$ cat src/rtl/assert_macros.svh
// Assertion macros shared by the RTL.
`ifndef ASSERT_MACROS_SVH
`define ASSERT_MACROS_SVH

// Same-cycle implication, disabled during reset.
`define MFD_ASSERT_NOW(lbl, clk, rst_n, a, b) \
	lbl: assert property (@(posedge clk) disable iff (!(rst_n)) (a) |-> (b)) \
		else $error("assertion failed");

// Next-cycle implication, disabled during reset.
`define MFD_ASSERT_NEXT(lbl, clk, rst_n, a, b) \
	lbl: assert property (@(posedge clk) disable iff (!(rst_n)) (a) |=> (b)) \
		else $error("assertion failed");

`endif

$ cat src/rtl/mfd_pkg.sv
// Shared types and constants of the motion frame deframer.
package mfd_pkg;

	localparam int ByteW   = 8;
	localparam int PosW    = 3;
	localparam int CfgIdxW = 2;

	typedef logic [ByteW-1:0]   byte_t;
	typedef logic [PosW-1:0]    pos_t;
	typedef logic [CfgIdxW-1:0] cfg_idx_t;

	localparam byte_t HdrFirst  = 8'hAA;
	localparam byte_t HdrSecond = 8'h55;
	localparam byte_t TailByte  = 8'hFF;

	localparam byte_t SenderRst = 8'h01;
	localparam byte_t KindRst   = 8'h10;

	localparam cfg_idx_t RegSender = 2'd0;
	localparam cfg_idx_t RegKind   = 2'd1;

	typedef struct packed {
		logic  frame_valid;
		byte_t motion_code;
	} result_t;

	typedef struct packed {
		byte_t expected_sender;
		byte_t expected_kind;
	} cfg_t;

	typedef struct packed {
		logic in_frame;
		pos_t byte_position;
	} status_t;

endpackage

$ cat src/rtl/mfd_byte_if.sv
// Input byte channel.
interface mfd_byte_if;
	logic          valid;
	logic          ready;
	mfd_pkg::byte_t rx_byte;

	modport source (output valid, output rx_byte, input ready);
	modport sink   (input valid, input rx_byte, output ready);
endinterface

$ cat src/rtl/mfd_result_if.sv
// Result channel: frame verdict and motion code.
interface mfd_result_if;
	logic           valid;
	logic           ready;
	logic           frame_valid;
	mfd_pkg::byte_t motion_code;

	modport source (output valid, output frame_valid, output motion_code, input ready);
	modport sink   (input valid, input frame_valid, input motion_code, output ready);
endinterface

$ cat src/rtl/mfd_cfg_if.sv
// Configuration write channel.
interface mfd_cfg_if;
	logic              valid;
	logic              ready;
	mfd_pkg::cfg_idx_t index;
	mfd_pkg::byte_t    data;

	modport source (output valid, output index, output data, input ready);
	modport sink   (input valid, input index, input data, output ready);
endinterface

$ cat src/rtl/mfd_cfg_regs.sv
// Configuration registers: expected sender and data type.
module mfd_cfg_regs (
	input  logic          clk,
	input  logic          arst_n,
	mfd_cfg_if.sink       cfg,
	output mfd_pkg::cfg_t cfg_val
);

	mfd_pkg::byte_t sender_q;
	mfd_pkg::byte_t kind_q;

	assign cfg.ready = 1'b1;

	always_ff @(posedge clk or negedge arst_n) begin
		if (!arst_n) begin
			sender_q <= mfd_pkg::SenderRst;
			kind_q   <= mfd_pkg::KindRst;
		end else if (cfg.valid) begin
			case (cfg.index)
				mfd_pkg::RegSender: sender_q <= cfg.data;
				mfd_pkg::RegKind:   kind_q   <= cfg.data;
				default: ;
			endcase
		end
	end

	assign cfg_val.expected_sender = sender_q;
	assign cfg_val.expected_kind   = kind_q;

endmodule

$ cat src/rtl/mfd_parser.sv
// Frame hunter and checker: one received byte per cycle, advancing only on accepted bytes.
module mfd_parser (
	input  logic             clk,
	input  logic             arst_n,
	input  logic             accept,
	input  mfd_pkg::byte_t   rx_byte,
	input  mfd_pkg::cfg_t    cfg_val,
	output logic             emit,
	output mfd_pkg::result_t result,
	output mfd_pkg::status_t status
);

	localparam mfd_pkg::pos_t PosHdr1   = 3'd0;
	localparam mfd_pkg::pos_t PosHdr2   = 3'd1;
	localparam mfd_pkg::pos_t PosSender = 3'd2;
	localparam mfd_pkg::pos_t PosKind   = 3'd3;
	localparam mfd_pkg::pos_t PosCode   = 3'd4;
	localparam mfd_pkg::pos_t PosSum    = 3'd5;

	mfd_pkg::pos_t  pos_q, pos_d;
	logic           in_frame_q, in_frame_d;
	mfd_pkg::byte_t sum_q, sum_d;
	logic           fmatch_q, fmatch_d;
	mfd_pkg::byte_t payload_q, payload_d;
	logic           smatch_q, smatch_d;
	mfd_pkg::byte_t sum_add;

	assign sum_add = mfd_pkg::byte_t'(sum_q + rx_byte);

	// next byte completes the frame when in the body and past the checksum
	assign emit = in_frame_q && !(pos_q == PosSender || pos_q == PosKind ||
		pos_q == PosCode || pos_q == PosSum);

	always_comb begin
		pos_d      = pos_q;
		in_frame_d = in_frame_q;
		sum_d      = sum_q;
		fmatch_d   = fmatch_q;
		payload_d  = payload_q;
		smatch_d   = smatch_q;
		if (!in_frame_q) begin
			if (pos_q == PosHdr1 && rx_byte == mfd_pkg::HdrFirst) begin
				sum_d    = rx_byte;
				fmatch_d = 1'b1;
				smatch_d = 1'b0;
				pos_d    = PosHdr2;
			end else if (pos_q == PosHdr2 && rx_byte == mfd_pkg::HdrSecond) begin
				sum_d      = sum_add;
				pos_d      = PosSender;
				in_frame_d = 1'b1;
			end else begin
				pos_d = PosHdr1;
			end
		end else begin
			case (pos_q)
				PosSender: begin
					if (rx_byte != cfg_val.expected_sender) fmatch_d = 1'b0;
					sum_d = sum_add;
					pos_d = PosKind;
				end
				PosKind: begin
					if (rx_byte != cfg_val.expected_kind) fmatch_d = 1'b0;
					sum_d = sum_add;
					pos_d = PosCode;
				end
				PosCode: begin
					payload_d = rx_byte;
					sum_d     = sum_add;
					pos_d     = PosSum;
				end
				PosSum: begin
					smatch_d = (rx_byte == sum_q);
					pos_d    = mfd_pkg::pos_t'(PosSum + 3'd1);
				end
				default: begin
					pos_d      = PosHdr1;
					in_frame_d = 1'b0;
				end
			endcase
		end
	end

	always_ff @(posedge clk or negedge arst_n) begin
		if (!arst_n) begin
			pos_q      <= PosHdr1;
			in_frame_q <= 1'b0;
			sum_q      <= '0;
			fmatch_q   <= 1'b1;
			payload_q  <= '0;
			smatch_q   <= 1'b0;
		end else if (accept) begin
			pos_q      <= pos_d;
			in_frame_q <= in_frame_d;
			sum_q      <= sum_d;
			fmatch_q   <= fmatch_d;
			payload_q  <= payload_d;
			smatch_q   <= smatch_d;
		end
	end

	assign result.frame_valid = fmatch_q && smatch_q && (rx_byte == mfd_pkg::TailByte);
	assign result.motion_code = payload_q;

	assign status.in_frame      = in_frame_q;
	assign status.byte_position = pos_q;

endmodule

$ cat src/rtl/mfd_out_reg.sv
// Result register in front of the output channel.
module mfd_out_reg (
	input  logic             clk,
	input  logic             arst_n,
	input  logic             load,
	input  mfd_pkg::result_t result,
	output logic             free,
	mfd_result_if.source     res
);

	logic             valid_q;
	mfd_pkg::result_t data_q;

	assign free = !valid_q || res.ready;

	always_ff @(posedge clk or negedge arst_n) begin
		if (!arst_n) begin
			valid_q <= 1'b0;
		end else if (load) begin
			valid_q <= 1'b1;
		end else if (res.ready) begin
			valid_q <= 1'b0;
		end
	end

	always_ff @(posedge clk) begin
		if (load) begin
			data_q <= result;
		end
	end

	assign res.valid       = valid_q;
	assign res.frame_valid = data_q.frame_valid;
	assign res.motion_code = data_q.motion_code;

endmodule

$ cat src/rtl/motion_frame_deframer.sv
// Motion frame deframer top level.
// A frame's result is registered and appears in the cycle after its seventh byte is accepted.
// Throughput: one byte per cycle; the frame state advances once per accepted byte.
// A tail byte is held off only while a previous result is stalled at the output.
// Reset (arst_n low, async): hunting for the header, no result pending,
// expected sender 0x01 and expected type 0x10.
`include "assert_macros.svh"

module motion_frame_deframer (
	input  logic        clk,
	input  logic        arst_n,
	mfd_byte_if.sink    rx,
	mfd_result_if.source res,
	mfd_cfg_if.sink     cfg
);

	mfd_pkg::cfg_t    cfg_val;
	mfd_pkg::result_t result;
	mfd_pkg::status_t status;
	logic             emit;
	logic             free;
	logic             accept;

	assign rx.ready = !emit || free;
	assign accept   = rx.valid && rx.ready;

	mfd_cfg_regs u_cfg (
		.clk     (clk),
		.arst_n  (arst_n),
		.cfg     (cfg),
		.cfg_val (cfg_val)
	);

	mfd_parser u_parser (
		.clk     (clk),
		.arst_n  (arst_n),
		.accept  (accept),
		.rx_byte (rx.rx_byte),
		.cfg_val (cfg_val),
		.emit    (emit),
		.result  (result),
		.status  (status)
	);

	mfd_out_reg u_out (
		.clk    (clk),
		.arst_n (arst_n),
		.load   (accept && emit),
		.result (result),
		.free   (free),
		.res    (res)
	);

	`MFD_ASSERT_NOW(a_no_overwrite, clk, arst_n, accept && emit, free)
	`MFD_ASSERT_NEXT(a_tail_rehunts, clk, arst_n, accept && emit,
		!status.in_frame && status.byte_position == '0)
	`MFD_ASSERT_NOW(a_res_from_tail, clk, arst_n, $rose(res.valid), $past(accept && emit))
	`MFD_ASSERT_NOW(a_body_pos, clk, arst_n, status.in_frame,
		status.byte_position >= 3'd2 && status.byte_position <= 3'd6)

endmodule

$ cat src/flat_wrapper.sv
// flat-port wrapper written by rule: the top's interface ports become plain ports
module motion_frame_deframer_flat 
  (clk, arst_n, rx_valid, rx_rx_byte, rx_ready, res_valid, res_frame_valid, res_motion_code, res_ready, cfg_valid, cfg_index, cfg_data, cfg_ready);
  mfd_byte_if rx_i ();
  mfd_result_if res_i ();
  mfd_cfg_if cfg_i ();
  input  logic clk;
  input  logic arst_n;
  input wire logic [$bits(rx_i.valid)-1:0] rx_valid;
  input wire logic [$bits(rx_i.rx_byte)-1:0] rx_rx_byte;
  output wire logic [$bits(rx_i.ready)-1:0] rx_ready;
  output wire logic [$bits(res_i.valid)-1:0] res_valid;
  output wire logic [$bits(res_i.frame_valid)-1:0] res_frame_valid;
  output wire logic [$bits(res_i.motion_code)-1:0] res_motion_code;
  input wire logic [$bits(res_i.ready)-1:0] res_ready;
  input wire logic [$bits(cfg_i.valid)-1:0] cfg_valid;
  input wire logic [$bits(cfg_i.index)-1:0] cfg_index;
  input wire logic [$bits(cfg_i.data)-1:0] cfg_data;
  output wire logic [$bits(cfg_i.ready)-1:0] cfg_ready;
  assign rx_i.valid = rx_valid;
  assign rx_i.rx_byte = rx_rx_byte;
  assign rx_ready = rx_i.ready;
  assign res_valid = res_i.valid;
  assign res_frame_valid = res_i.frame_valid;
  assign res_motion_code = res_i.motion_code;
  assign res_i.ready = res_ready;
  assign cfg_i.valid = cfg_valid;
  assign cfg_i.index = cfg_index;
  assign cfg_i.data = cfg_data;
  assign cfg_ready = cfg_i.ready;
  motion_frame_deframer u_core (.clk(clk), .arst_n(arst_n), .rx(rx_i), .res(res_i), .cfg(cfg_i));
endmodule
$ cat config.mk
export PLATFORM = sky130hd
export DESIGN_NAME = motion_frame_deframer_flat
export DESIGN_NICKNAME = d
export VERILOG_FILES = /design/src/rtl/mfd_pkg.sv /design/src/rtl/mfd_byte_if.sv /design/src/rtl/mfd_result_if.sv /design/src/rtl/mfd_cfg_if.sv /design/src/rtl/mfd_cfg_regs.sv /design/src/rtl/mfd_parser.sv /design/src/rtl/mfd_out_reg.sv /design/src/rtl/motion_frame_deframer.sv /design/src/flat_wrapper.sv
export VERILOG_INCLUDE_DIRS = /design/src /design/src/rtl
export SDC_FILE = /design/constraint.sdc
export NUM_CORES = 1
export LEC_CHECK = 0
export ABC_AREA = 1
export BUFFER_PORTS_ARGS = -buffer_cell sky130_fd_sc_hd__buf_4
export CAP_MARGIN = 20
export CORE_AREA = 2 2 73 75
export DETAILED_ROUTE_END_ITERATION = 8
export DIE_AREA = 0 0 75 77
export GPL_ROUTABILITY_DRIVEN = 0
export HOLD_SLACK_MARGIN = 0.1
export PLACE_DENSITY = 0.77
export SETUP_SLACK_MARGIN = 0.5
export SYNTH_ARGS = -nofsm -noshare
export SYNTH_HDL_FRONTEND = slang
export SYNTH_SLANG_ARGS = --single-unit
$ cat constraint.sdc
create_clock -name clk -period 2 [get_ports clk]
set_input_delay 0.6 -clock clk [delete_from_list [all_inputs] [get_ports clk]]
set_output_delay 0.6 -clock clk [all_outputs]
set_load 0.005 [all_outputs]
# --- After elaboration in Yosys (flattened, before gate mapping) ---
# Index checks and enable logic that the tools add are counted.
totals:
  ff_bits: 48
  inputBits: 23
  out_inout_bits: 12
  wordCells: 79
op_classes:
  n_addsub: 1
  n_eq_ne: 17
  muxes: 22
  n_reduce_logical: 28
op_table:
  columns: ["operator", "n"]
  rows:
  - ["$mux 8", 4]
  - ["$eq 8x8->1 const B", 2]
  - ["$ne 8x8->1", 2]
  - ["$mux 1", 13]
  - ["$pmux 3 s4", 1]
  - ["$reduce_and 3->1", 3]
  - ["$add 8x8->8", 1]
  - ["$eq 8x7->1 const B", 1]
  - ["$eq 8x8->1", 1]
  - ["$logic_and 1x1->1", 7]
  - ["$eq 3x2->1 const B", 2]
  - ["$eq 3x3->1 const B", 2]
  - ["$ne 3x2->1 const B", 2]
  - ["$logic_or 1x1->1", 5]
  - ["$reduce_and 5->1", 1]
  - ["$mux 2", 2]
  - ["$reduce_and 2->1", 2]
  - ["$reduce_bool 2->1", 2]
  - ["$reduce_or 4->1", 1]
  - ["$eq 3x1->1 const B", 1]
  - ["$logic_not 1->1", 3]
  - ["$logic_not 3->1", 1]
  - ["$mux 3", 1]
  - ["$ne 3x1->1 const B", 1]
  - ["other kinds (7)", 7]

# --- Longest topological paths before layout ---
# Gate-level depths: netlist (run 1).
depth:
  ltp_word: 11
  mapped_depth: 11
  depth_no_buf: 11

# --- Cells and area by module ---
# A second synthesis (run 1) with hierarchy kept.
hier_totals:
  cells_unflattened: 359
  area_unflattened_um2: 2800.2
modules_own_cells:
  columns: ["mod", "n_inst", "cells_per_inst", "area_per_inst_um2", "seq_area_each_um2"]
  rows:
  - ["mfd_parser", 1, 266, 1746.7, 551.8]
  - ["mfd_cfg_regs", 1, 73, 709.4, 402.9]
  - ["mfd_out_reg", 1, 14, 315.3, 295.3]
  - ["motion_frame_deframer", 1, 6, 28.8, 0.0]

# --- Worst setup path after synthesis (run 1) ---
# No wires, ideal clock.
synth_path:
  path_type: "input-to-reg"
  startpoint: "in rx_rx_byte[0]"
  endpoint: "reg u_core.u_parser.sum_q[4]"
  setup_time_ns: 0.074
  arrival_time_ns: 1.705
  required_time_ns: 1.926
  path_slack_ns: 0.220
  stages: 9
  n_path_buf: 0
  cell_sequence: "ha_1 > inv_1 > fa_1 > inv_1 > nand3_1 > nand2_1 > nor2_1 > nand3b_1 > o21ai_2"
synth_between:
  elab_chain_cells: 4
  word_cells_on_any_way: 11
  classes_between: "add/sub: 1; eq/ne: 2; mux: 4; reduce/logical: 4"
synth_lines:
  columns: ["item", "line", "source"]
  rows:
  - ["start: declaration", "flat_wrapper.sv:10", "input wire logic [$bits(rx_i.rx_byte)-1:0] rx_rx_byte;"]
  - ["$add 8x8->8, or another cell as far along", "mfd_parser.sv:28", "assign sum_add = mfd_pkg::byte_t'(sum_q + rx_byte);"]
  - ["$mux 8, or another cell as far along", "mfd_parser.sv:47", "end else if (pos_q == PosHdr2 && rx_byte == mfd_pkg::HdrSecond) begin"]
  - ["$mux 8 or $reduce_bool 3->1 (tied branches)", null, null]
  - ["$mux 8 or $reduce_and 3->1 (tied branches)", null, null]
  - ["end signal: assignment", "mfd_parser.sv:94", "sum_q <= sum_d;"]
  - ["end: declaration", "mfd_parser.sv:22", "mfd_pkg::byte_t sum_q, sum_d;"]
# Parallel ways exist; a longest one is shown, timed or not. The select of a mux whose other input is x is not followed.
# A chain may end at the register's enable or synchronous reset.

# --- Worst setup path after layout (run 1) ---
layout_path:
  startpoint: "reg u_core.u_parser.pos_q[2]"
  endpoint: "out rx_ready"
layout_between:
  elab_chain_cells: 8
  word_cells_on_any_way: 11
  classes_between: "eq/ne: 4; reduce/logical: 7"
layout_lines:
  columns: ["item", "line", "source"]
  rows:
  - ["start: declaration", "mfd_parser.sv:20", "mfd_pkg::pos_t pos_q, pos_d;"]
  - ["start signal: assignment", "mfd_parser.sv:85", "pos_q <= PosHdr1;"]
  - ["start signal: assignment", "mfd_parser.sv:92", "pos_q <= pos_d;"]
  - ["$eq 3x2->1", "mfd_parser.sv:31", "assign emit = in_frame_q && !(pos_q == PosSender || pos_q == PosKind ||"]
  - ["$logic_or 1x1->1 (2 in a row)", "mfd_parser.sv:31", null]
  - ["$logic_or 1x1->1 *", "mfd_parser.sv:32", "pos_q == PosCode || pos_q == PosSum);"]
  - ["$logic_not 1->1 *", "mfd_parser.sv:31", null]
  - ["$logic_and 1x1->1 *", "mfd_parser.sv:31", null]
  - ["$logic_not 1->1 *", "motion_frame_deframer.sv:24", "assign rx.ready = !emit || free;"]
  - ["$logic_or 1x1->1 *", "motion_frame_deframer.sv:24", null]
  - ["end: declaration", "flat_wrapper.sv:11", "output wire logic [$bits(rx_i.ready)-1:0] rx_ready;"]
# Every way passes the cells marked *; elsewhere a longest branch is shown, timed or not.

==> impl_metrics.env, run 1 <==
export IMPL_status="finished clean"
export IMPL_timing_rr_start="u_core.u_parser.pos_q[2]$_DFFE_PN0P_"
export IMPL_critPathArrivalTime_ns=1.11
export IMPL_antenna_cells=0
export IMPL_critPathMaxFanout=4
export IMPL_timing_fmax_ghz=0.583
export IMPL_port_buffer_count=33
export IMPL_clkLatencyLatePin_ns=0.31
export IMPL_area_growth_synth_to_final_pct=29.7
export IMPL_dp_hpwl_mm=4.36
export IMPL_first_pass_iters=4
export IMPL_grt_max_degree=40
export IMPL_cts_hold_fix_buffers=0
export IMPL_synth_edff_count=9
export IMPL_maxSlewViolCount=0
export IMPL_syn_area_per_cell_um2=8.30
export IMPL_synth_xor_area_frac=0.0316
export IMPL_grt_pass1_wl_mm=10.3
export IMPL_ios=35
export IMPL_synth_main_ff_cell="dfrtp_1"
export IMPL_die_x_um=75
export IMPL_cts_buffers=5
export IMPL_clk_path_buf_depth=2
export IMPL_grt_use_total=0.233
export IMPL_dieArea_um2=5780
export IMPL_die_y_um=77
export IMPL_synth_top_area_frac=0.325
export IMPL_rsz0062_at_grt="true"
export IMPL_synth_fa_ha_area_frac=0.0388
export IMPL_multiInputGateArea_um2=1550
export IMPL_cts_root_buf="clkbuf_8"
export IMPL_wl_per_cell_um=13.9
export IMPL_cts_sinks=48
export IMPL_ir_drop_v=0.000545
export IMPL_yosysWarnings=0
export IMPL_clkSlewWorstSetupHoldPaths_ns=0.10
export IMPL_routed_wl_mm=6.40
export IMPL_grt_pass1_vias=2244
export IMPL_ys_seq_area_frac=0.451
export IMPL_max_stage_delay_ns=0.45
export IMPL_r2r_end="u_core.u_parser.pos_q[1]$_DFFE_PN0P_"
export IMPL_nets=421
export IMPL_ys_ff_latch=48
export IMPL_crit_slowest_cell="dfrtp_2"
export IMPL_synth_compound_area_frac=0.0948
export IMPL_synth_area_um2=2770
export IMPL_core_area_um2=4980
export IMPL_antenna_found_initial=0
export IMPL_fin_skew_ns=0.00644
export IMPL_row_count=26
export IMPL_routed_via_density=5.07
export IMPL_critPathCaptureType="primary output"
export IMPL_fin_tns_setup_ns=0
export IMPL_syn_nets=365
export IMPL_htreeDepth=2
export IMPL_cellLeakagePower_nw=1.67
export IMPL_critical_path_class="flip-flop to primary output"
export IMPL_yosys_area_share_simple=0.303
export IMPL_drc_errors=0
export IMPL_cap_violations=0
export IMPL_yosys_area_top_type="dfrtp_1"
export IMPL_fin_area_um2=3590
export IMPL_fillCellCount=387
export IMPL_crit_start="u_core.u_parser.pos_q[2]$_DFFE_PN0P_"
export IMPL_tightest_slew_ns=0.562
export IMPL_synth_distinct_cells=40
export IMPL_yosys_top_cells_area="dfrtp_1 33%, nand2_1 14%, edfxtp_1 9.8%"
export IMPL_syn_inst=334
export IMPL_hold_path_class="input port to async pin"
export IMPL_synth_top_family_by_area="simple AND/OR/NAND/NOR gates"
export IMPL_grt_ovfl_total=0
export IMPL_drt_initial_drc_count=181
export IMPL_setup_viol=0
export IMPL_cts_tree="done"
export IMPL_ff_latch_area_um2=1250
export IMPL_regToRegSetupSlack_ns=0.37
export IMPL_relSlewSlack=0.624
export IMPL_via_count=2337
export IMPL_worstSetupStartpointType="flip-flop"
export IMPL_antenna_left=0
export IMPL_initial_core_util=0.557
export IMPL_cp_cell_sequence="inv_4 -> nand2_4 -> nand4_4 -> buf_6"
export IMPL_crit_required_ns=1.40
export IMPL_placedInstanceArea_um2=3160
export IMPL_drive_gt1_frac=0.348
export IMPL_hold_viol=0
export IMPL_hold_slack_ns=0.255
export IMPL_synthMuxAreaShare=0
export IMPL_reg2reg_depth=8
export IMPL_synthArstFlopShare=0.813
export IMPL_min_period_ns=1.71
export IMPL_endpoint="rx_ready"
export IMPL_fin_crit_sh=0.857
export IMPL_powerDensity_nw_per_um2=627
## critical path: cells and delay by family, from the launching register on
kind / cells / cell delay, ns
AND/OR/NAND/NOR: 2 / 0.17
buffers and inverters: 2 / 0.19
flip-flops: 1 / 0.45
## what timing repair did
item,in CTS,in global routing
resized for setup,16,26
buffers inserted,7,11
pin swaps,6,13
gates cloned,1,2
setup endpoints to repair,16,23
## kinds of logic (layout without fill, tap and decap cells)
logic type,count (synthesis),after routing
DFF,48,48
adders and majority gates,8,8
buffers and inverters,49,103
xor gates and xnor gates,10,10
AOI/OAI and AO/OA,42,42
and+or+nand+nor,176,179
other,1,1
## final cells by class
| class | count | share of cell area |
|---|---|---|
| flip-flops and latches | 48 | 0.349 |
| clock buffers | 5 | 0.0191 |
| multi-input cells | 240 | 0.431 |
| repair buffers | 51 | 0.113 |
| inverters | 44 | 0.0512 |
| clock inverters | 3 | 0.0129 |
| well taps | 70 | 0.0244 |
## sequential cells by signal, indices dropped and copies added (netlist names)
register	cells
u_core.u_cfg.kind_q	8
u_core.u_cfg.sender_q	8
u_core.u_out.res.motion_code	8
u_core.u_parser.payload_q	8
u_core.u_parser.sum_q	8
u_core.u_parser.pos_q	3
u_core.u_out.res.frame_valid	1
u_core.u_out.res.valid	1
u_core.u_parser.fmatch_q	1
u_core.u_parser.in_frame_q	1
u_core.u_parser.smatch_q	1
## where the power goes
| group | switching, W | leakage, nW | internal, W | total [W] |
|---|---|---|---|---|
| sequential | 0.0000551 | 0.582 | 0.00106 | 0.00112 |
| clock | 0.000350 | 0.0548 | 0.000377 | 0.000727 |
| combinational | 0.000230 | 1.04 | 0.000178 | 0.000408 |
## cell usage in the layout, fill, tap and decap left out, drive strengths merged
| master | synthesis | final |
|---|---|---|
| nand4 | 8 | 8 |
| o211ai | 1 | 1 |
| fa | 1 | 1 |
| o22ai | 1 | 1 |
| clkbuf | 2 | 5 |
| ha | 7 | 7 |
| or2 | 3 | 3 |
| nand3b | 4 | 4 |
| bufinv | 0 | 1 |
| nand2 | 115 | 117 |
| buf | 3 | 51 |
| clkinvlp | 0 | 2 |
| inv | 44 | 44 |
| xor2 | 5 | 5 |
| nand3 | 15 | 15 |
| o21a | 1 | 1 |
| nor2 | 23 | 24 |
| edfxtp | 9 | 9 |
| dfstp | 3 | 3 |
| o21ai | 33 | 33 |
| xnor2 | 5 | 5 |
| conb | 1 | 1 |
| nor4 | 4 | 4 |
| dfrtp | 36 | 36 |
| a21oi | 5 | 5 |
| nor3 | 4 | 4 |
| a31oi | 1 | 1 |
## per-layer routing
| metal | share of wire | GRT usage | vias to the layer above | routed length [µm] |
|---|---|---|---|---|
| met3 | 0.054 | 0.0447 | 10 | 346 |
| li1 | - | - | 1190 | - |
| met4 | 0.016 | 0.0732 | 0 | 102 |
| met1 | 0.42 | 0.305 | 1072 | 2720 |
| met2 | 0.51 | 0.382 | 65 | 3240 |
| met5 | 0 | 0 | - | 0 |
## worst min-delay path by stage
| stage | startpoint | endpoint | slack (ns) | cells past startpoint |
|---|---|---|---|---|
| 2_1_floorplan | arst_n | u_core.u_cfg.kind_q[0]$_DFFE_PN0P_ | 0.30 | 0 |
| 3_3_place_gp | u_core.u_parser.payload_q[7]$_DFFE_PN0P_ | u_core.u_out.res.motion_code[7]$_DFFE_PP_ | 0.43 | 0 |
| 3_5_place_dp | u_core.u_parser.payload_q[7]$_DFFE_PN0P_ | u_core.u_out.res.motion_code[7]$_DFFE_PP_ | 0.43 | 0 |
| 4_1_cts | arst_n | u_core.u_cfg.kind_q[3]$_DFFE_PN0P_ | 0.27 | 1 |
| 5_1_grt | arst_n | u_core.u_parser.pos_q[0]$_DFFE_PN0P_ | 0.30 | 1 |
| 6_report | arst_n | u_core.u_cfg.kind_q[0]$_DFFE_PN0P_ | 0.25 | 1 |
## synth_stat cells, drive strengths merged (2+ instances only)
cell and number:
nand3b 4, nand2 115, nor2 23, dfstp 3, nor3 4, dfrtp 36
nand3 15, a21oi 5, xnor2 5, o21ai 33, clkbuf 2, xor2 5
inv 44, or2 3, edfxtp 9, nor4 4, ha 7, nand4 8
buf 3
## through the flow
stage	cells	setup slack (ns)	power, W	utilization
CTS	448	0.234	0.00225	0.682
floorplan	334	0.356	0.00138	-
detailed placement	432	0.104	0.00152	0.635
global route	461	0.228	0.00236	0.722
global placement	432	0.137	0.00150	0.635
finish	461	0.286	0.00225	0.722
Power figures use the tool's default switching activity.
==> inputs of run 2 (changes only) <==
--- a/config.mk
+++ b/config.mk
@@ -6,15 +6,15 @@
 export SDC_FILE = /design/constraint.sdc
 export NUM_CORES = 1
 export LEC_CHECK = 0
-export ABC_AREA = 1
 export BUFFER_PORTS_ARGS = -buffer_cell sky130_fd_sc_hd__buf_4
 export CAP_MARGIN = 20
-export CORE_AREA = 2 2 73 75
+export CORE_AREA = 2 2 70 72
 export DETAILED_ROUTE_END_ITERATION = 8
-export DIE_AREA = 0 0 75 77
+export DIE_AREA = 0 0 72 74
 export GPL_ROUTABILITY_DRIVEN = 0
 export HOLD_SLACK_MARGIN = 0.1
 export PLACE_DENSITY = 0.77
+export REMOVE_ABC_BUFFERS = 1
 export SETUP_SLACK_MARGIN = 0.5
 export SYNTH_ARGS = -nofsm -noshare
 export SYNTH_HDL_FRONTEND = slang
==> run 2 against run 1 <==
Final cell count decreased by 22%. Via count shrank 14%. Setup slack got worse by 0.17 ns. Combinational power decreased by 2%. Clock skew up 0.00083 ns. Non-clock buffer count grew 35.
==> impl_metrics.env, run 2 <==
export IMPL_status="finished clean"
export IMPL_grt_pass1_vias=2047
export IMPL_cellLeakagePower_nw=1.57
export IMPL_fin_area_um2=3480
export IMPL_first_pass_iters=4
export IMPL_layout_common_cells="78 x buf_4, 36 x dfrtp_1, 23 x mux2_2"
export IMPL_placedInstanceArea_um2=3110
export IMPL_synthMuxAreaShare=0.109
export IMPL_drive_gt1_frac=0.518
export IMPL_antenna_cells=0
export IMPL_cap_violations=0
export IMPL_fin_skew_ns=0.00727
export IMPL_dp_slack_ns=-0.356
export IMPL_port_buffer_count=33
export IMPL_crit_required_ns=2.20
export IMPL_synth_main_ff_cell="dfrtp_1"
export IMPL_wl_per_cell_um=17.4
export IMPL_dieArea_um2=5330
export IMPL_grt_pass1_wl_mm=9.86
export IMPL_layout_setup_ws_ns=0.119
export IMPL_yosys_area_top_type="dfrtp_1"
export IMPL_synth_distinct_cells=46
export IMPL_dp_hpwl_mm=4.13
export IMPL_grt_max_degree=40
export IMPL_hold_viol=0
export IMPL_syn_inst=217
export IMPL_min_period_ns=1.88
export IMPL_ios=35
export IMPL_htreeDepth=2
export IMPL_ir_drop_v=0.000460
export IMPL_hold_path_class="input port to async pin"
export IMPL_area_growth_synth_to_final_pct=38.3
export IMPL_nets=335
export IMPL_cts_hold_fix_buffers=0
export IMPL_synthArstFlopShare=0.813
export IMPL_synth_area_um2=2520
export IMPL_setup_viol=0
export IMPL_powerDensity_nw_per_um2=642
export IMPL_ys_seq_area_frac=0.496
export IMPL_clk_path_buf_depth=2
export IMPL_maxSlewViolCount=0
export IMPL_die_x_um=72
export IMPL_synth_xor_area_frac=0.0661
export IMPL_synth_edff_count=9
export IMPL_routed_via_density=5.63
export IMPL_synth_fa_ha_area_frac=0.0427
export IMPL_synth_compound_area_frac=0.104
export IMPL_yosys_area_share_simple=0.155
export IMPL_grt_ovfl_total=0
export IMPL_clkSlewWorstSetupHoldPaths_ns=0.09
export IMPL_grt_use_total=0.240
export IMPL_cts_tree="done"
export IMPL_synth_top_area_frac=0.358
export IMPL_cts_buffers=5
export IMPL_rsz0062_at_grt="true"
export IMPL_worstSetupStartpointType="input port"
export IMPL_critical_path_class="input port to flip-flop"
export IMPL_yosys_top_cells_count="36 x dfrtp_1, 23 x mux2_2, 15 x nand2_1, 14 x xor2_1, 11 x o21ai_0"
export IMPL_clkLatencyLatePin_ns=0.31
export IMPL_synth_top_family_by_area="simple AND/OR/NAND/NOR gates"
export IMPL_synth_most_common_cell="dfrtp_1"
export IMPL_critPathMaxFanout=3
export IMPL_drc_errors=0
export IMPL_via_count=2020
export IMPL_ys_ff_latch=48
export IMPL_hold_slack_ns=0.246
export IMPL_final_common_cell="buf_4"
export IMPL_fin_crit_sh=0.941
export IMPL_initial_core_util=0.548
export IMPL_drt_initial_drc_count=209
export IMPL_antenna_found_initial=0
export IMPL_core_area_um2=4600
export IMPL_row_count=25
export IMPL_antenna_left=0
export IMPL_cts_sinks=48
export IMPL_timing_fmax_ghz=0.532
export IMPL_yosys_top_cells_area="dfrtp_1 36%, edfxtp_1 11%, mux2_2 10%"
export IMPL_power_w=0.00224
export IMPL_syn_area_per_cell_um2=11.6
export IMPL_cts_root_buf="clkbuf_8"
export IMPL_critPathCaptureType="flip-flop"
export IMPL_routed_wl_mm=6.24
export IMPL_yosysWarnings=0
export IMPL_die_y_um=74
export IMPL_critPathArrivalTime_ns=2.08
run 2: worst paths after layout:
path	from	to	slack, ns	cells past startpoint
max	rx_rx_byte[4]	u_core.u_parser.smatch_q$_DFFE_PN0P_	0.12	6
min	arst_n	u_core.u_cfg.kind_q[2]$_DFFE_PN0P_	0.25	1
max reg2reg	u_core.u_parser.pos_q[0]$_DFFE_PN0P_	u_core.u_parser.smatch_q$_DFFE_PN0P_	0.13	5
min reg2reg	u_core.u_parser.payload_q[0]$_DFFE_PN0P_	u_core.u_out.res.motion_code[0]$_DFFE_PP_	0.45	0
max in group asynchronous	arst_n	u_core.u_parser.fmatch_q$_DFFE_PN1P_	1.39	1
min in group clk	u_core.u_parser.payload_q[0]$_DFFE_PN0P_	u_core.u_out.res.motion_code[0]$_DFFE_PP_	0.45	0
run 2: what timing repair did:
item                                    CTS  global route
endpoints found under the setup margin   23            32
pin swaps                                12             2
setup buffers                             4             6
resized for setup                        22            21
hold endpoints to repair                  0             0
cloned                                    1             0
run 2: worst max-delay path: stages:
cell,delay [ns]
buf_6,0.10
or4_4,0.54
nor4_4,0.23
and2_4,0.25
o21bai_4,0.07
mux2_4,0.29
run 2: stage by stage:
step / utilization / instances / TNS (ns)
floorplan: - / 211 / -0.883
global placement: 0.677 / 340 / -1.75
detailed placement: 0.677 / 340 / -2.25
CTS: 0.731 / 353 / 0
global route: 0.757 / 359 / 0
finish: 0.757 / 359 / 0
run 2: cell type report:
type / count / area, µm²
timing repair buffer: 86 / 669
sequential: 48 / 1250
clock inverter: 3 / 47.5
tap: 54 / 67.6
clock buffer: 5 / 68.8
fill: 301 / 1120
multi-input combinational: 156 / 1350
inverter: 7 / 30.0
run 2: metal layers:
metal | share of wire | GRT usage | wire [µm] | vias up
li1 | - | - | - | 967
met1 | 0.43 | 0.320 | 2700 | 998
met2 | 0.52 | 0.410 | 3240 | 48
met3 | 0.034 | 0.0407 | 212 | 7
met4 | 0.015 | 0.0713 | 95 | 0
met5 | 0 | 0 | 0 | -
run 2: power breakdown:
group / switching (W) / total [W] / internal, W
clock: 0.000347 / 0.000723 / 0.000377
combinational: 0.000184 / 0.000399 / 0.000215
sequential: 0.0000466 / 0.00111 / 0.00107
total: 0.000577 / 0.00224 / 0.00166
run 2: cells by family after synthesis:
| family | after synthesis |
|---|---|
| buffers and inverters | 13 |
| adder cells (fa/ha/maj) | 8 |
| other | 1 |
| AO/OA/AOI/OAI | 39 |
| multiplexers | 24 |
| flip-flops | 48 |
| XOR/XNOR | 19 |
| AND/OR/NAND/NOR | 65 |
==> inputs of run 3 (changes only) <==
--- a/config.mk
+++ b/config.mk
@@ -13,9 +13,11 @@
 export DIE_AREA = 0 0 72 74
 export GPL_ROUTABILITY_DRIVEN = 0
 export HOLD_SLACK_MARGIN = 0.1
+export MAX_ROUTING_LAYER = met4
 export PLACE_DENSITY = 0.77
 export REMOVE_ABC_BUFFERS = 1
 export SETUP_SLACK_MARGIN = 0.5
+export SLEW_MARGIN = 20
 export SYNTH_ARGS = -nofsm -noshare
 export SYNTH_HDL_FRONTEND = slang
 export SYNTH_SLANG_ARGS = --single-unit
==> run 3 against run 2 <==
First-iteration DRC count is 16% lower. Flip-flop and latch count is the same. Combinational power about the same. Setup slack lost 0.0041 ns. Final cell count unchanged. Power rose by 0.15%. Non-clock buffer count unchanged. Worst hold slack about the same. Via count down 0.40%. Clock skew about the same. Wire length fell by 0.21%.
==> impl_metrics.env, run 3 (same netlist as run 2, synthesis figures left out) <==
export IMPL_hold_viol=0
export IMPL_power_w=0.00224
export IMPL_critical_path_class="input port to flip-flop"
export IMPL_drive_gt1_frac=0.518
export IMPL_setup_viol=0
export IMPL_cts_root_buf="clkbuf_8"
export IMPL_status="finished clean"
export IMPL_clkSlewWorstSetupHoldPaths_ns=0.09
export IMPL_initial_core_util=0.548
export IMPL_grt_pass1_vias=2044
export IMPL_fin_crit_sh=0.943
export IMPL_cp_cell_sequence="buf_4 -> or4b_4 -> nor4_4 -> o31ai_2 -> buf_4 -> o41ai_2"
export IMPL_critPathMaxFanout=5
export IMPL_cts_tree="done"
export IMPL_cts_sinks=48
export IMPL_min_period_ns=1.89
export IMPL_fillCellCount=301
export IMPL_hold_path_class="input port to async pin"
export IMPL_nets=335
export IMPL_cts_buffers=5
export IMPL_critPathCaptureType="flip-flop"
export IMPL_grt_max_degree=40
export IMPL_routed_wl_mm=6.23
export IMPL_area_growth_synth_to_final_pct=38.3
export IMPL_ff_latch_area_um2=1250
export IMPL_regToRegSetupSlack_ns=0.13
export IMPL_path_buf_inv=2
export IMPL_crit_slowest_cell="or4b_4"
export IMPL_drt_initial_drc_count=176
export IMPL_row_count=25
export IMPL_fin_skew_ns=0.00696
export IMPL_die_y_um=74
export IMPL_grt_ovfl_total=0
export IMPL_crit_top_cell="buf_4"
export IMPL_htreeDepth=2
export IMPL_powerDensity_nw_per_um2=643
export IMPL_dp_slack_ns=-0.356
export IMPL_core_area_um2=4600
export IMPL_layout_common_cells="78 x buf_4, 36 x dfrtp_1, 23 x mux2_2"
export IMPL_port_buffer_count=33
export IMPL_final_common_cell="buf_4"
export IMPL_critPathArrivalTime_ns=2.10
export IMPL_die_x_um=72
export IMPL_antenna_left=0
export IMPL_antenna_found_initial=0
export IMPL_drc_errors=0
export IMPL_wl_per_cell_um=17.4
export IMPL_dp_hpwl_mm=4.13
export IMPL_clkLatencyLatePin_ns=0.31
export IMPL_max_stage_delay_ns=0.55
export IMPL_first_pass_iters=4
export IMPL_multiInputGateArea_um2=1350
export IMPL_grt_use_total=0.248
export IMPL_antenna_cells=0
export IMPL_ios=35
export IMPL_worstSetupStartpointType="input port"
export IMPL_routed_via_density=5.60
export IMPL_cts_hold_fix_buffers=0
export IMPL_layout_setup_ws_ns=0.115
export IMPL_grt_pass1_wl_mm=9.85
export IMPL_dieArea_um2=5330
export IMPL_cellLeakagePower_nw=1.57
export IMPL_crit_family="simple AND/OR/NAND/NOR gates"
export IMPL_crit_required_ns=2.21
export IMPL_maxSlewViolCount=0
export IMPL_timing_fmax_ghz=0.530
export IMPL_cap_violations=0
export IMPL_clk_path_buf_depth=2
export IMPL_ir_drop_v=0.000461
export IMPL_rsz0062_at_grt="true"
export IMPL_via_count=2012
run 3: cell type report:
cell class              instances  share of cell area
clock buffers                   5              0.0198
clock inverters                 3              0.0137
inverters                       7             0.00862
multi-input cells             156               0.387
flip-flops and latches         48               0.359
well taps                      54              0.0194
repair buffers                 86               0.192
run 3: final timing paths:
path / startpoint / end / depth (start not counted)
worst min register to register: u_core.u_parser.payload_q[0]$_DFFE_PN0P_ / u_core.u_out.res.motion_code[0]$_DFFE_PP_ / 0
worst max-delay path: rx_rx_byte[1] / u_core.u_parser.sum_q[4]$_DFFE_PN0P_ / 6
min in group clk: u_core.u_parser.payload_q[0]$_DFFE_PN0P_ / u_core.u_out.res.motion_code[0]$_DFFE_PP_ / 0
max in group asynchronous: arst_n / u_core.u_parser.fmatch_q$_DFFE_PN1P_ / 1
worst max register to register: u_core.u_parser.pos_q[0]$_DFFE_PN0P_ / u_core.u_parser.smatch_q$_DFFE_PN0P_ / 5
worst min-delay path: arst_n / u_core.u_cfg.kind_q[2]$_DFFE_PN0P_ / 1
run 3: power breakdown:
group          total, W  internal (W)  switching (W)
logic          0.000398      0.000215       0.000184
clock network  0.000727      0.000377       0.000351
registers       0.00111       0.00107      0.0000465
run 3: what timing repair did:
action	4_1_cts	5_1_grt
resized for setup	22	21
hold endpoints to repair	0	0
setup buffers	4	6
cloned	1	0
pin swaps	12	2
endpoints found under the setup margin	23	32
run 3: metrics by stage:
step                TNS (ns)  instances   util  area (µm²)  hold WS, ns
floorplan             -0.883        211      -        2480        0.304
global placement       -1.75        340  0.677        3110        0.428
detailed placement     -2.25        340  0.677        3110        0.434
CTS                        0        353  0.731        3360        0.263
global route               0        359  0.757        3480        0.280
finish                     0        359  0.757        3480        0.246
run 3: per-layer routing:
layer  routed length [µm]  vias up  GRT usage
li1                     -      963          -
met3                  198        9     0.0407
met1                 2690      999      0.321
met2                 3220       41      0.408
met4                  118        0     0.0713
met5                    0        -          -
